[config.mk]
export PLATFORM = sky130hd
export DESIGN_NAME = joystick_average_and_click_top_flat
export DESIGN_NICKNAME = d
export VERILOG_FILES = /design/src/sv/jac_pkg.sv /design/src/sv/jac_if.sv /design/src/sv/joystick_average_and_click_top.sv /design/src/sv/jac_ram.sv /design/src/sv/jac_filter.sv /design/src/sv/jac_fifo.sv /design/src/flat_wrapper.sv
export SDC_FILE = /design/constraint.sdc
export NUM_CORES = 2
export LEC_CHECK = 0
export ABC_AREA = 1
export BUFFER_PORTS_ARGS = -buffer_cell sky130_fd_sc_hd__buf_2
export CAP_MARGIN = 20
export CELL_PAD_IN_SITES_DETAIL_PLACEMENT = 1
export CELL_PAD_IN_SITES_GLOBAL_PLACEMENT = 1
export CORE_UTILIZATION = 50
export DETAILED_ROUTE_END_ITERATION = 8
export PLACE_DENSITY_LB_ADDON = 0.2
export SYNTH_ARGS = -nofsm -noshare
export SYNTH_HDL_FRONTEND = slang
export SYNTH_SLANG_ARGS = --single-unit
[constraint.sdc]
create_clock -name i_clk -period 5.55 [get_ports i_clk]
set_input_delay 0.555 -clock i_clk [delete_from_list [all_inputs] [get_ports i_clk]]
set_output_delay 0.555 -clock i_clk [all_outputs]
set_load 0.005 [all_outputs]
[src/sv/jac_pkg.sv]
package jac_pkg;

    localparam int WINDOW_DEPTH   = 16;
    localparam int WARMUP_SAMPLES = 50;
    localparam int SAMPLE_BITS    = 12;

    localparam int SLOT_W = $clog2(WINDOW_DEPTH);
    localparam int SUM_W  = $clog2(WINDOW_DEPTH * ((1 << SAMPLE_BITS) - 1) + 1);
    localparam int ACC_W  = $clog2(WARMUP_SAMPLES * ((1 << SAMPLE_BITS) - 1) + 1);
    localparam int CNT_W  = $clog2(WARMUP_SAMPLES + 1);
    localparam int RING_W = 2 * SAMPLE_BITS;

    localparam int CFG_IDX_W  = 1;
    localparam int CFG_DATA_W = 16;
    localparam logic [CFG_DATA_W-1:0] CLICK_MIN_RESET = 16'd50;
    localparam logic [CFG_DATA_W-1:0] CLICK_MAX_RESET = 16'd500;

    localparam int FIFO_DEPTH = 4;
    localparam int FP_W       = $clog2(FIFO_DEPTH);
    localparam int FCNT_W     = $clog2(FIFO_DEPTH + 1);

    // reciprocal constants for exact truncating division
    localparam int WS   = ACC_W + $clog2(WARMUP_SAMPLES);
    localparam int WM_W = ACC_W + 1;
    localparam logic [63:0] WM = ((64'd1 << WS) + 64'(WARMUP_SAMPLES) - 64'd1)
                                 / 64'(WARMUP_SAMPLES);
    localparam int DS   = SUM_W + $clog2(WINDOW_DEPTH);
    localparam int DM_W = SUM_W + 1;
    localparam logic [63:0] DM = ((64'd1 << DS) + 64'(WINDOW_DEPTH) - 64'd1)
                                 / 64'(WINDOW_DEPTH);

    typedef enum logic [CFG_IDX_W-1:0] {
        CFG_CLICK_MIN = 1'b0,
        CFG_CLICK_MAX = 1'b1
    } t_cfg_idx;

    typedef struct packed {
        logic [SAMPLE_BITS-1:0] sample_x;
        logic [SAMPLE_BITS-1:0] sample_y;
        logic                   button_level;
        logic [31:0]            time_ms;
    } t_sample;

    typedef struct packed {
        logic [SAMPLE_BITS-1:0] mean_x;
        logic [SAMPLE_BITS-1:0] mean_y;
        logic                   pressed;
        logic                   click_trigger;
    } t_result;

    typedef struct packed {
        logic [CFG_DATA_W-1:0] click_min_ms;
        logic [CFG_DATA_W-1:0] click_max_ms;
    } t_cfg;

    typedef struct packed {
        logic    valid;
        t_result data;
    } t_push;

    function automatic logic [SAMPLE_BITS-1:0] warmup_mean(input logic [ACC_W-1:0] acc);
        logic [ACC_W+WM_W-1:0] prod;
        prod = {{WM_W{1'b0}}, acc} * {{ACC_W{1'b0}}, WM_W'(WM)};
        return SAMPLE_BITS'(prod >> WS);
    endfunction

    function automatic logic [SAMPLE_BITS-1:0] window_mean(input logic [SUM_W-1:0] sum);
        logic [SUM_W+DM_W-1:0] prod;
        prod = {{DM_W{1'b0}}, sum} * {{SUM_W{1'b0}}, DM_W'(DM)};
        return SAMPLE_BITS'(prod >> DS);
    endfunction

endpackage

[src/sv/jac_if.sv]
interface jac_in_if;
    logic             valid;
    logic             ready;
    jac_pkg::t_sample data;

    modport source (output valid, output data, input ready);
    modport sink   (input valid, input data, output ready);
endinterface

interface jac_out_if;
    logic             valid;
    logic             ready;
    jac_pkg::t_result data;

    modport source (output valid, output data, input ready);
    modport sink   (input valid, input data, output ready);
endinterface

[src/sv/joystick_average_and_click_top.sv]
// a result is offered once its sample has passed stage 1, stage 2 and the result FIFO
// throughput: one sample per cycle while the result FIFO has room, set by the ring read-modify-write path
// one ready-low cycle follows the last preload sample while the mean is loaded
// preload samples give no result; ring entries not yet rewritten read as preload mean
// reset: synchronous, active low; no clearing pass, ready in the first cycle after reset
module joystick_average_and_click_top (
    input  logic                            i_clk,
    input  logic                            i_rst_n,
    input  logic                            i_cfg_we,
    input  logic [jac_pkg::CFG_IDX_W-1:0]   i_cfg_idx,
    input  logic [jac_pkg::CFG_DATA_W-1:0]  i_cfg_data,
    jac_in_if.sink                          i_in,
    jac_out_if.source                       o_out
);

    jac_pkg::t_cfg              r_cfg;
    jac_pkg::t_push             w_push;
    logic [jac_pkg::FCNT_W-1:0] w_fifo_count;

    always_ff @(posedge i_clk) begin
        if (!i_rst_n) begin
            r_cfg.click_min_ms <= jac_pkg::CLICK_MIN_RESET;
            r_cfg.click_max_ms <= jac_pkg::CLICK_MAX_RESET;
        end else if (i_cfg_we) begin
            unique case (jac_pkg::t_cfg_idx'(i_cfg_idx))
                jac_pkg::CFG_CLICK_MIN: r_cfg.click_min_ms <= i_cfg_data;
                jac_pkg::CFG_CLICK_MAX: r_cfg.click_max_ms <= i_cfg_data;
            endcase
        end
    end

    jac_filter u_filter (
        .i_clk        (i_clk),
        .i_rst_n      (i_rst_n),
        .i_cfg        (r_cfg),
        .i_fifo_count (w_fifo_count),
        .i_in         (i_in),
        .o_push       (w_push)
    );

    jac_fifo u_fifo (
        .i_clk   (i_clk),
        .i_rst_n (i_rst_n),
        .i_push  (w_push),
        .o_count (w_fifo_count),
        .o_out   (o_out)
    );

endmodule

[src/sv/jac_ram.sv]
module jac_ram #(
    parameter int WIDTH = 8,
    parameter int DEPTH = 16
) (
    input  logic                     i_clk,
    input  logic                     i_we,
    input  logic [$clog2(DEPTH)-1:0] i_waddr,
    input  logic [WIDTH-1:0]         i_wdata,
    input  logic                     i_re,
    input  logic [$clog2(DEPTH)-1:0] i_raddr,
    output logic [WIDTH-1:0]         o_rdata
);

    logic [WIDTH-1:0] r_mem [DEPTH];
    logic [WIDTH-1:0] r_rdata;

    always_ff @(posedge i_clk) begin
        if (i_we) begin
            r_mem[i_waddr] <= i_wdata;
        end
        if (i_re) begin
            r_rdata <= r_mem[i_raddr];
        end
    end

    assign o_rdata = r_rdata;

endmodule

[src/sv/jac_filter.sv]
module jac_filter (
    input  logic                        i_clk,
    input  logic                        i_rst_n,
    input  jac_pkg::t_cfg               i_cfg,
    input  logic [jac_pkg::FCNT_W-1:0]  i_fifo_count,
    jac_in_if.sink                      i_in,
    output jac_pkg::t_push              o_push
);

    // preload
    logic [jac_pkg::CNT_W-1:0]       r_wcnt;
    logic [jac_pkg::ACC_W-1:0]       r_acc_x;
    logic [jac_pkg::ACC_W-1:0]       r_acc_y;
    logic                            r_ph1;
    logic                            r_ph2;
    logic [jac_pkg::SAMPLE_BITS-1:0] r_mean_x;
    logic [jac_pkg::SAMPLE_BITS-1:0] r_mean_y;

    // ring control and window sums
    logic [jac_pkg::SLOT_W-1:0]      r_slot;
    logic                            r_wrapped;
    logic [jac_pkg::SUM_W-1:0]       r_sum_x;
    logic [jac_pkg::SUM_W-1:0]       r_sum_y;

    // button
    logic                            r_prev;
    logic [31:0]                     r_last;

    // stage 1
    logic                            r_s1_v;
    jac_pkg::t_sample                r_s1_smp;
    logic [jac_pkg::SLOT_W-1:0]      r_s1_slot;
    logic                            r_s1_old_ok;

    // stage 2
    logic                            r_s2_v;
    logic [jac_pkg::SUM_W-1:0]       r_s2_sum_x;
    logic [jac_pkg::SUM_W-1:0]       r_s2_sum_y;
    logic                            r_s2_pressed;
    logic                            r_s2_fall;
    logic [31:0]                     r_s2_dt;

    logic                            w_ready;
    logic                            w_accept;
    logic                            w_warm_done;
    logic [jac_pkg::FCNT_W:0]        w_inflight;
    logic [jac_pkg::RING_W-1:0]      w_rdata;
    logic [jac_pkg::SAMPLE_BITS-1:0] w_old_x;
    logic [jac_pkg::SAMPLE_BITS-1:0] w_old_y;
    logic [jac_pkg::SUM_W-1:0]       n_sum_x;
    logic [jac_pkg::SUM_W-1:0]       n_sum_y;
    logic                            w_fall;
    logic [31:0]                     n_dt;

    assign w_warm_done = (r_wcnt == jac_pkg::CNT_W'(jac_pkg::WARMUP_SAMPLES));
    assign w_inflight  = {1'b0, i_fifo_count} + (jac_pkg::FCNT_W + 1)'(r_s1_v)
                       + (jac_pkg::FCNT_W + 1)'(r_s2_v);
    assign w_ready     = !r_ph1
                       && (w_inflight < (jac_pkg::FCNT_W + 1)'(jac_pkg::FIFO_DEPTH));
    assign i_in.ready  = w_ready;
    assign w_accept    = i_in.valid && w_ready;

    jac_ram #(
        .WIDTH (jac_pkg::RING_W),
        .DEPTH (jac_pkg::WINDOW_DEPTH)
    ) u_ring (
        .i_clk   (i_clk),
        .i_we    (r_s1_v),
        .i_waddr (r_s1_slot),
        .i_wdata ({r_s1_smp.sample_x, r_s1_smp.sample_y}),
        .i_re    (w_accept),
        .i_raddr (r_slot),
        .o_rdata (w_rdata)
    );

    // entries not yet rewritten since preload hold the preload mean
    always_comb begin
        if (r_s1_old_ok) begin
            w_old_x = w_rdata[jac_pkg::RING_W-1:jac_pkg::SAMPLE_BITS];
            w_old_y = w_rdata[jac_pkg::SAMPLE_BITS-1:0];
        end else begin
            w_old_x = r_mean_x;
            w_old_y = r_mean_y;
        end
    end

    assign n_sum_x = r_sum_x - jac_pkg::SUM_W'(w_old_x) + jac_pkg::SUM_W'(r_s1_smp.sample_x);
    assign n_sum_y = r_sum_y - jac_pkg::SUM_W'(w_old_y) + jac_pkg::SUM_W'(r_s1_smp.sample_y);
    assign w_fall  = r_prev && !r_s1_smp.button_level;
    assign n_dt    = r_s1_smp.time_ms - r_last;

    always_ff @(posedge i_clk) begin
        if (!i_rst_n) begin
            r_wcnt    <= '0;
            r_acc_x   <= '0;
            r_acc_y   <= '0;
            r_ph1     <= 1'b0;
            r_ph2     <= 1'b0;
            r_slot    <= '0;
            r_wrapped <= 1'b0;
            r_sum_x   <= '0;
            r_sum_y   <= '0;
            r_prev    <= 1'b1;
            r_last    <= '0;
            r_s1_v    <= 1'b0;
            r_s2_v    <= 1'b0;
        end else begin
            r_ph1  <= w_accept && !w_warm_done
                   && (r_wcnt == jac_pkg::CNT_W'(jac_pkg::WARMUP_SAMPLES - 1));
            r_ph2  <= r_ph1;
            r_s1_v <= w_accept && w_warm_done;
            r_s2_v <= r_s1_v;

            if (w_accept && !w_warm_done) begin
                r_wcnt  <= r_wcnt + jac_pkg::CNT_W'(1);
                r_acc_x <= r_acc_x + jac_pkg::ACC_W'(i_in.data.sample_x);
                r_acc_y <= r_acc_y + jac_pkg::ACC_W'(i_in.data.sample_y);
            end

            if (w_accept && w_warm_done) begin
                if (r_slot == jac_pkg::SLOT_W'(jac_pkg::WINDOW_DEPTH - 1)) begin
                    r_slot    <= '0;
                    r_wrapped <= 1'b1;
                end else begin
                    r_slot <= r_slot + jac_pkg::SLOT_W'(1);
                end
            end

            if (r_ph2) begin
                r_sum_x <= jac_pkg::SUM_W'(r_mean_x) * jac_pkg::SUM_W'(jac_pkg::WINDOW_DEPTH);
                r_sum_y <= jac_pkg::SUM_W'(r_mean_y) * jac_pkg::SUM_W'(jac_pkg::WINDOW_DEPTH);
            end else if (r_s1_v) begin
                r_sum_x <= n_sum_x;
                r_sum_y <= n_sum_y;
            end

            if (r_s1_v) begin
                r_prev <= r_s1_smp.button_level;
                if (w_fall) begin
                    r_last <= r_s1_smp.time_ms;
                end
            end
        end
    end

    always_ff @(posedge i_clk) begin
        if (r_ph1) begin
            r_mean_x <= jac_pkg::warmup_mean(r_acc_x);
            r_mean_y <= jac_pkg::warmup_mean(r_acc_y);
        end
        if (w_accept) begin
            r_s1_smp    <= i_in.data;
            r_s1_slot   <= r_slot;
            r_s1_old_ok <= r_wrapped;
        end
        r_s2_sum_x   <= n_sum_x;
        r_s2_sum_y   <= n_sum_y;
        r_s2_pressed <= !r_s1_smp.button_level;
        r_s2_fall    <= w_fall;
        r_s2_dt      <= n_dt;
    end

    always_comb begin
        o_push.valid              = r_s2_v;
        o_push.data.mean_x        = jac_pkg::window_mean(r_s2_sum_x);
        o_push.data.mean_y        = jac_pkg::window_mean(r_s2_sum_y);
        o_push.data.pressed       = r_s2_pressed;
        o_push.data.click_trigger = r_s2_fall
                                  && (r_s2_dt < {16'd0, i_cfg.click_max_ms})
                                  && (r_s2_dt > {16'd0, i_cfg.click_min_ms});
    end

    a_no_overrun: assert property (@(posedge i_clk) disable iff (!i_rst_n)
        w_inflight <= (jac_pkg::FCNT_W + 1)'(jac_pkg::FIFO_DEPTH))
        else $error("result slots overrun");

    a_sum_loaded: assert property (@(posedge i_clk) disable iff (!i_rst_n)
        r_ph2 |-> !r_s1_v)
        else $error("filtered sample before window sum load");

    a_ph1_after_preload: assert property (@(posedge i_clk) disable iff (!i_rst_n)
        r_ph1 |-> w_warm_done && !w_ready)
        else $error("preload end without full count");

    a_wrap_at_zero: assert property (@(posedge i_clk) disable iff (!i_rst_n)
        $rose(r_wrapped) |-> (r_slot == '0))
        else $error("ring wrap flag out of step with slot");

endmodule

[src/sv/jac_fifo.sv]
module jac_fifo (
    input  logic                        i_clk,
    input  logic                        i_rst_n,
    input  jac_pkg::t_push              i_push,
    output logic [jac_pkg::FCNT_W-1:0]  o_count,
    jac_out_if.source                   o_out
);

    jac_pkg::t_result              r_mem [jac_pkg::FIFO_DEPTH];
    logic [jac_pkg::FP_W-1:0]      r_wr;
    logic [jac_pkg::FP_W-1:0]      r_rd;
    logic [jac_pkg::FCNT_W-1:0]    r_count;
    logic                          w_pop;

    assign o_out.valid = (r_count != '0);
    assign o_out.data  = r_mem[r_rd];
    assign w_pop       = o_out.valid && o_out.ready;
    assign o_count     = r_count;

    always_ff @(posedge i_clk) begin
        if (!i_rst_n) begin
            r_wr    <= '0;
            r_rd    <= '0;
            r_count <= '0;
        end else begin
            if (i_push.valid) begin
                r_wr <= (r_wr == jac_pkg::FP_W'(jac_pkg::FIFO_DEPTH - 1))
                      ? '0 : r_wr + jac_pkg::FP_W'(1);
            end
            if (w_pop) begin
                r_rd <= (r_rd == jac_pkg::FP_W'(jac_pkg::FIFO_DEPTH - 1))
                      ? '0 : r_rd + jac_pkg::FP_W'(1);
            end
            unique case ({i_push.valid, w_pop})
                2'b10:   r_count <= r_count + jac_pkg::FCNT_W'(1);
                2'b01:   r_count <= r_count - jac_pkg::FCNT_W'(1);
                default: r_count <= r_count;
            endcase
        end
    end

    always_ff @(posedge i_clk) begin
        if (i_push.valid) begin
            r_mem[r_wr] <= i_push.data;
        end
    end

endmodule
[src/flat_wrapper.sv]
// flat-port wrapper written by rule: the top's interface ports become plain ports
module joystick_average_and_click_top_flat 
  (i_clk, i_rst_n, i_cfg_we, i_cfg_idx, i_cfg_data, i_in_valid, i_in_data, i_in_ready, o_out_valid, o_out_data, o_out_ready);
  jac_in_if i_in_i ();
  jac_out_if o_out_i ();
  input  logic i_clk;
  input  logic i_rst_n;
  input  logic i_cfg_we;
  input  logic [jac_pkg::CFG_IDX_W-1:0] i_cfg_idx;
  input  logic [jac_pkg::CFG_DATA_W-1:0] i_cfg_data;
  input wire logic [$bits(i_in_i.valid)-1:0] i_in_valid;
  input wire logic [$bits(i_in_i.data)-1:0] i_in_data;
  output wire logic [$bits(i_in_i.ready)-1:0] i_in_ready;
  output wire logic [$bits(o_out_i.valid)-1:0] o_out_valid;
  output wire logic [$bits(o_out_i.data)-1:0] o_out_data;
  input wire logic [$bits(o_out_i.ready)-1:0] o_out_ready;
  assign i_in_i.valid = i_in_valid;
  assign i_in_i.data = i_in_data;
  assign i_in_ready = i_in_i.ready;
  assign o_out_valid = o_out_i.valid;
  assign o_out_data = o_out_i.data;
  assign o_out_i.ready = o_out_ready;
  joystick_average_and_click_top u_core (.i_clk(i_clk), .i_rst_n(i_rst_n), .i_cfg_we(i_cfg_we), .i_cfg_idx(i_cfg_idx), .i_cfg_data(i_cfg_data), .i_in(i_in_i), .o_out(o_out_i));
endmodule
==> metrics.txt <==
Slew Limit Fails 0; Worst Path Class, Setup register to register; RSZ-0062 raised after global routing false; main area contributors after synthesis edfxtp_1, ha_1, fa_1; DR vias/cell 5.57; Yosys top cell area share 0.368; Fillers 10.9k; HP Class primary input to register; Yosys reg bits 813; Power Dens Cells 370 mW/mm²; Net Count, Synth 5,843; worst reg2reg path startpoint u_core.u_filter.r_acc_y[15]$_SDFFE_PN0P_; HP Start i_in_data[28]; Vias 36.6k; TritonRoute pass-1 iters 5; Chip Width 315 µm; multi-input logic area 0.0227 mm²; clock buffer depth 3; first-pass GRT wire length 225 mm; Layout area overhead 10.7%; Total Nets Final 5,977; CP max FO 3; Die ar. 0.0990 mm²; critical path's slowest cell fa_1; Remaining DRCs 0; drt wl/cell 22.3 µm; startpoint types register; Sum Neg Setup Slack 0 ns; CP peak stage delay 0.61 ns; CTS tree yes; worst-case clock skew 0.0369 ns; antenna violations before repair 1; Slew headroom 0.197; total congestion overflow 0; most frequent CP cell fa_1; CTS Root Cell clkbuf_16; Register Area 0.0223 mm²; Cell Area, Synth 0.0489 mm²; Hold Fails Final Rpt 0; Placed Area 0.0511 mm²; vias in the first global route 39.3k; starting density of the core 0.505; hold_buf cts 0; Initial DRC Count 2,648; largest net degree at the start of global routing 79; die height 315 µm; Period minus WS final 5.27 ns; Ports 107; Core Region 0.0967 mm²; H-tree levels 3; Routed WL 146 mm; row count 114; Routed Antenna Nets 0; Mean Syn Cell Area 9.63 µm²; Yosys cell types 48; Max Clk Rate 190 MHz; Worst setup startpoint u_core.u_filter.r_acc_y[15]$_SDFFE_PN0P_; fin crit share 0.950; clk_lat worst skew 0.69 ns; arrival time at the worst endpoint 5.70 ns; # setup viols final 0; Leak 0.0240 µW; Sinks on Clock Net 813; I/O Buffers 106; CTS buffer count 88; Max-Cap Viols 0; post-detail-place hpwl 107 mm; Mapped Cells 5,075; Peak VDD IR 0.000562 V; gpl congestion 0.904; worst-path cell chain fa_1 > inv_1 > fa_1 > inv_1 > fa_1 > fa_1 > fa_1 > inv_1 > fa_1 > inv_1 > ha_1 > a21oi_2 > o21ai_0 > nand2_1 > nand2_1 > a21oi_1 > nand2_1 > nand2_1 > nand2_1; status finished, final reports clean; post-synthesis sequential area ratio 0.456; gr usage total 0.297; Yosys warning count 0; slew at the pin closest to its max-slew limit 1.20 ns; Critical Path End Type register; area leader, netlist edfxtp_1; Clk pin slew, worst setup/hold paths 0.06 ns; CP Data Required Time 5.98 ns; Design Area, Final 0.0541 mm²; ratio of cells with drive above 1 in the final layout 0.0734
## path summary, 6_finish.rpt
| check | to | slack (ns) | cells after the start |
|---|---|---|---|
| worst max-delay path | u_core.u_filter.r_mean_y[11]$_DFFE_PP_ | 0.28 | 19 |
| worst min-delay path | u_core.u_filter.r_s1_smp[28]$_DFFE_PP_ | 0.05 | 1 |
| worst max register to register | u_core.u_filter.r_mean_y[11]$_DFFE_PP_ | 0.28 | 19 |
| worst min register to register | u_core.u_filter.r_s1_old_ok$_DFFE_PP_ | 0.44 | 0 |
## worst max-delay path: cells and delay by family, from the launching register on
| family | cells | cell delay (ns) |
|---|---|---|
| AND/OR/NAND/NOR | 5 | 0.36 |
| AO/OA/AOI/OAI | 3 | 0.53 |
| adder cells (fa/ha/maj) | 7 | 3.57 |
| flip-flops | 1 | 0.33 |
| buffers and inverters | 4 | 0.25 |
## final cells by class
class                   count  share of cell area
clock buffers             120              0.0458
diodes                      2           0.0000925
flip-flops and latches    813               0.412
inverters                 921              0.0640
repair buffers            178              0.0209
multi-input cells        3207               0.419
clock inverters            45             0.00854
well taps                1276              0.0295
## placed cells by master (no fill, tap or decap), drive strengths merged
cell      count
nand4        27
mux2         24
and3          5
ha          429
a21o          8
clkinvlp      6
buf         178
edfxtp      598
nand3b        8
xor2         28
o221ai       36
a22oi        22
a21boi        2
o21a          4
diode         2
nor3b         3
o21ai       406
a21oi       278
nor4          2
bufinv        4
dfxtp       215
o21bai       17
or2           7
and2         16
nor3         43
o211a         1
nand3       180
o22ai        86
nand2       785
a211oi        2
clkbuf      120
a31oi         8
inv         924
nand2b        1
xnor2        25
fa          260
o211ai       22
clkinv       32
nor2        472
## cells by family (layout without fill, tap and decap cells)
kind of cell	after synthesis	after routing	share of synthesized area
other	0	2	0
AO/OA/AOI/OAI	892	892	0.101
XOR/XNOR	53	53	0.00950
flip-flops	813	813	0.456
multiplexers	24	24	0.00553
buffers and inverters	1055	1264	0.0827
adder cells (fa/ha/maj)	689	689	0.216
AND/OR/NAND/NOR	1549	1549	0.129
## synth_stat cells (all sizes together)
| master | instances |
|---|---|
| nor3 | 43 |
| dfxtp | 215 |
| xnor2 | 25 |
| a211oi | 2 |
| o211ai | 22 |
| fa | 260 |
| nor2 | 472 |
| o22ai | 86 |
| buf | 42 |
| clkbuf | 92 |
| o21ai | 406 |
| nand2b | 1 |
| a22oi | 22 |
| o21a | 4 |
| mux2 | 24 |
| inv | 919 |
| a21oi | 278 |
| a21o | 8 |
| a21boi | 2 |
| o21bai | 17 |
| nor4 | 2 |
| xor2 | 28 |
| nor3b | 3 |
| o221ai | 36 |
| nand4 | 27 |
| and2 | 16 |
| and3 | 5 |
| edfxtp | 598 |
| or2 | 7 |
| o211a | 1 |
| nand3 | 180 |
| ha | 429 |
| nand2 | 785 |
| a31oi | 8 |
| nand3b | 8 |
| clkinv | 2 |
## metrics by stage
step,utilization,power (µW),hold slack (ns),setup slack (ns),cells
global route,0.559,21400,0.0344,0.0227,6560
CTS,0.558,20100,0.0148,0.192,6557
global placement,0.528,13900,0.411,0.287,6391
floorplan,-,11900,0.408,0.533,5075
finish,0.559,20000,0.0526,0.278,6562
detailed placement,0.528,14100,0.420,0.191,6392
## power by group
part	leakage (µW)	total [µW]	internal (µW)	switching (µW)
Clock	0.00142	5950	3360	2580
Sequential	0.00721	6850	6690	160
Combinational	0.0154	7210	2540	4670
Total	0.0240	20000	12600	7410
## per-layer routing
metal,GRT usage,vias to the layer above,part of all wire
met3,0.0355,233,0.051
met1,0.387,18300,0.43
met2,0.515,917,0.49
li1,-,17100,-
met4,0.0964,0,0.032
met5,0,-,0
## state kept, by name, indices dropped and copies added, names as in the netlist, 16 cells and up, named ones only
| name | flops |
|---|---|
| u_core.r_cfg | 32 |
| u_core.u_filter.r_last | 32 |
| u_core.u_filter.r_s2_dt | 32 |
| u_core.u_filter.r_sum_x | 16 |
| u_core.u_filter.r_sum_y | 16 |
| u_core.u_fifo.r_mem | 104 |
| u_core.u_filter.r_acc_x | 18 |
| u_core.u_filter.r_s1_smp | 57 |
| u_core.u_filter.u_ring.r_mem | 384 |
| u_core.u_filter.u_ring.o_rdata | 24 |
| u_core.u_filter.r_acc_y | 18 |
## repair_timing
action | 4_1_cts | 5_1_grt
buffers inserted | 0 | 0
endpoints found under the setup margin | 0 | 10
gates resized for setup | 0 | 7
Power figures use the tool's default switching activity.
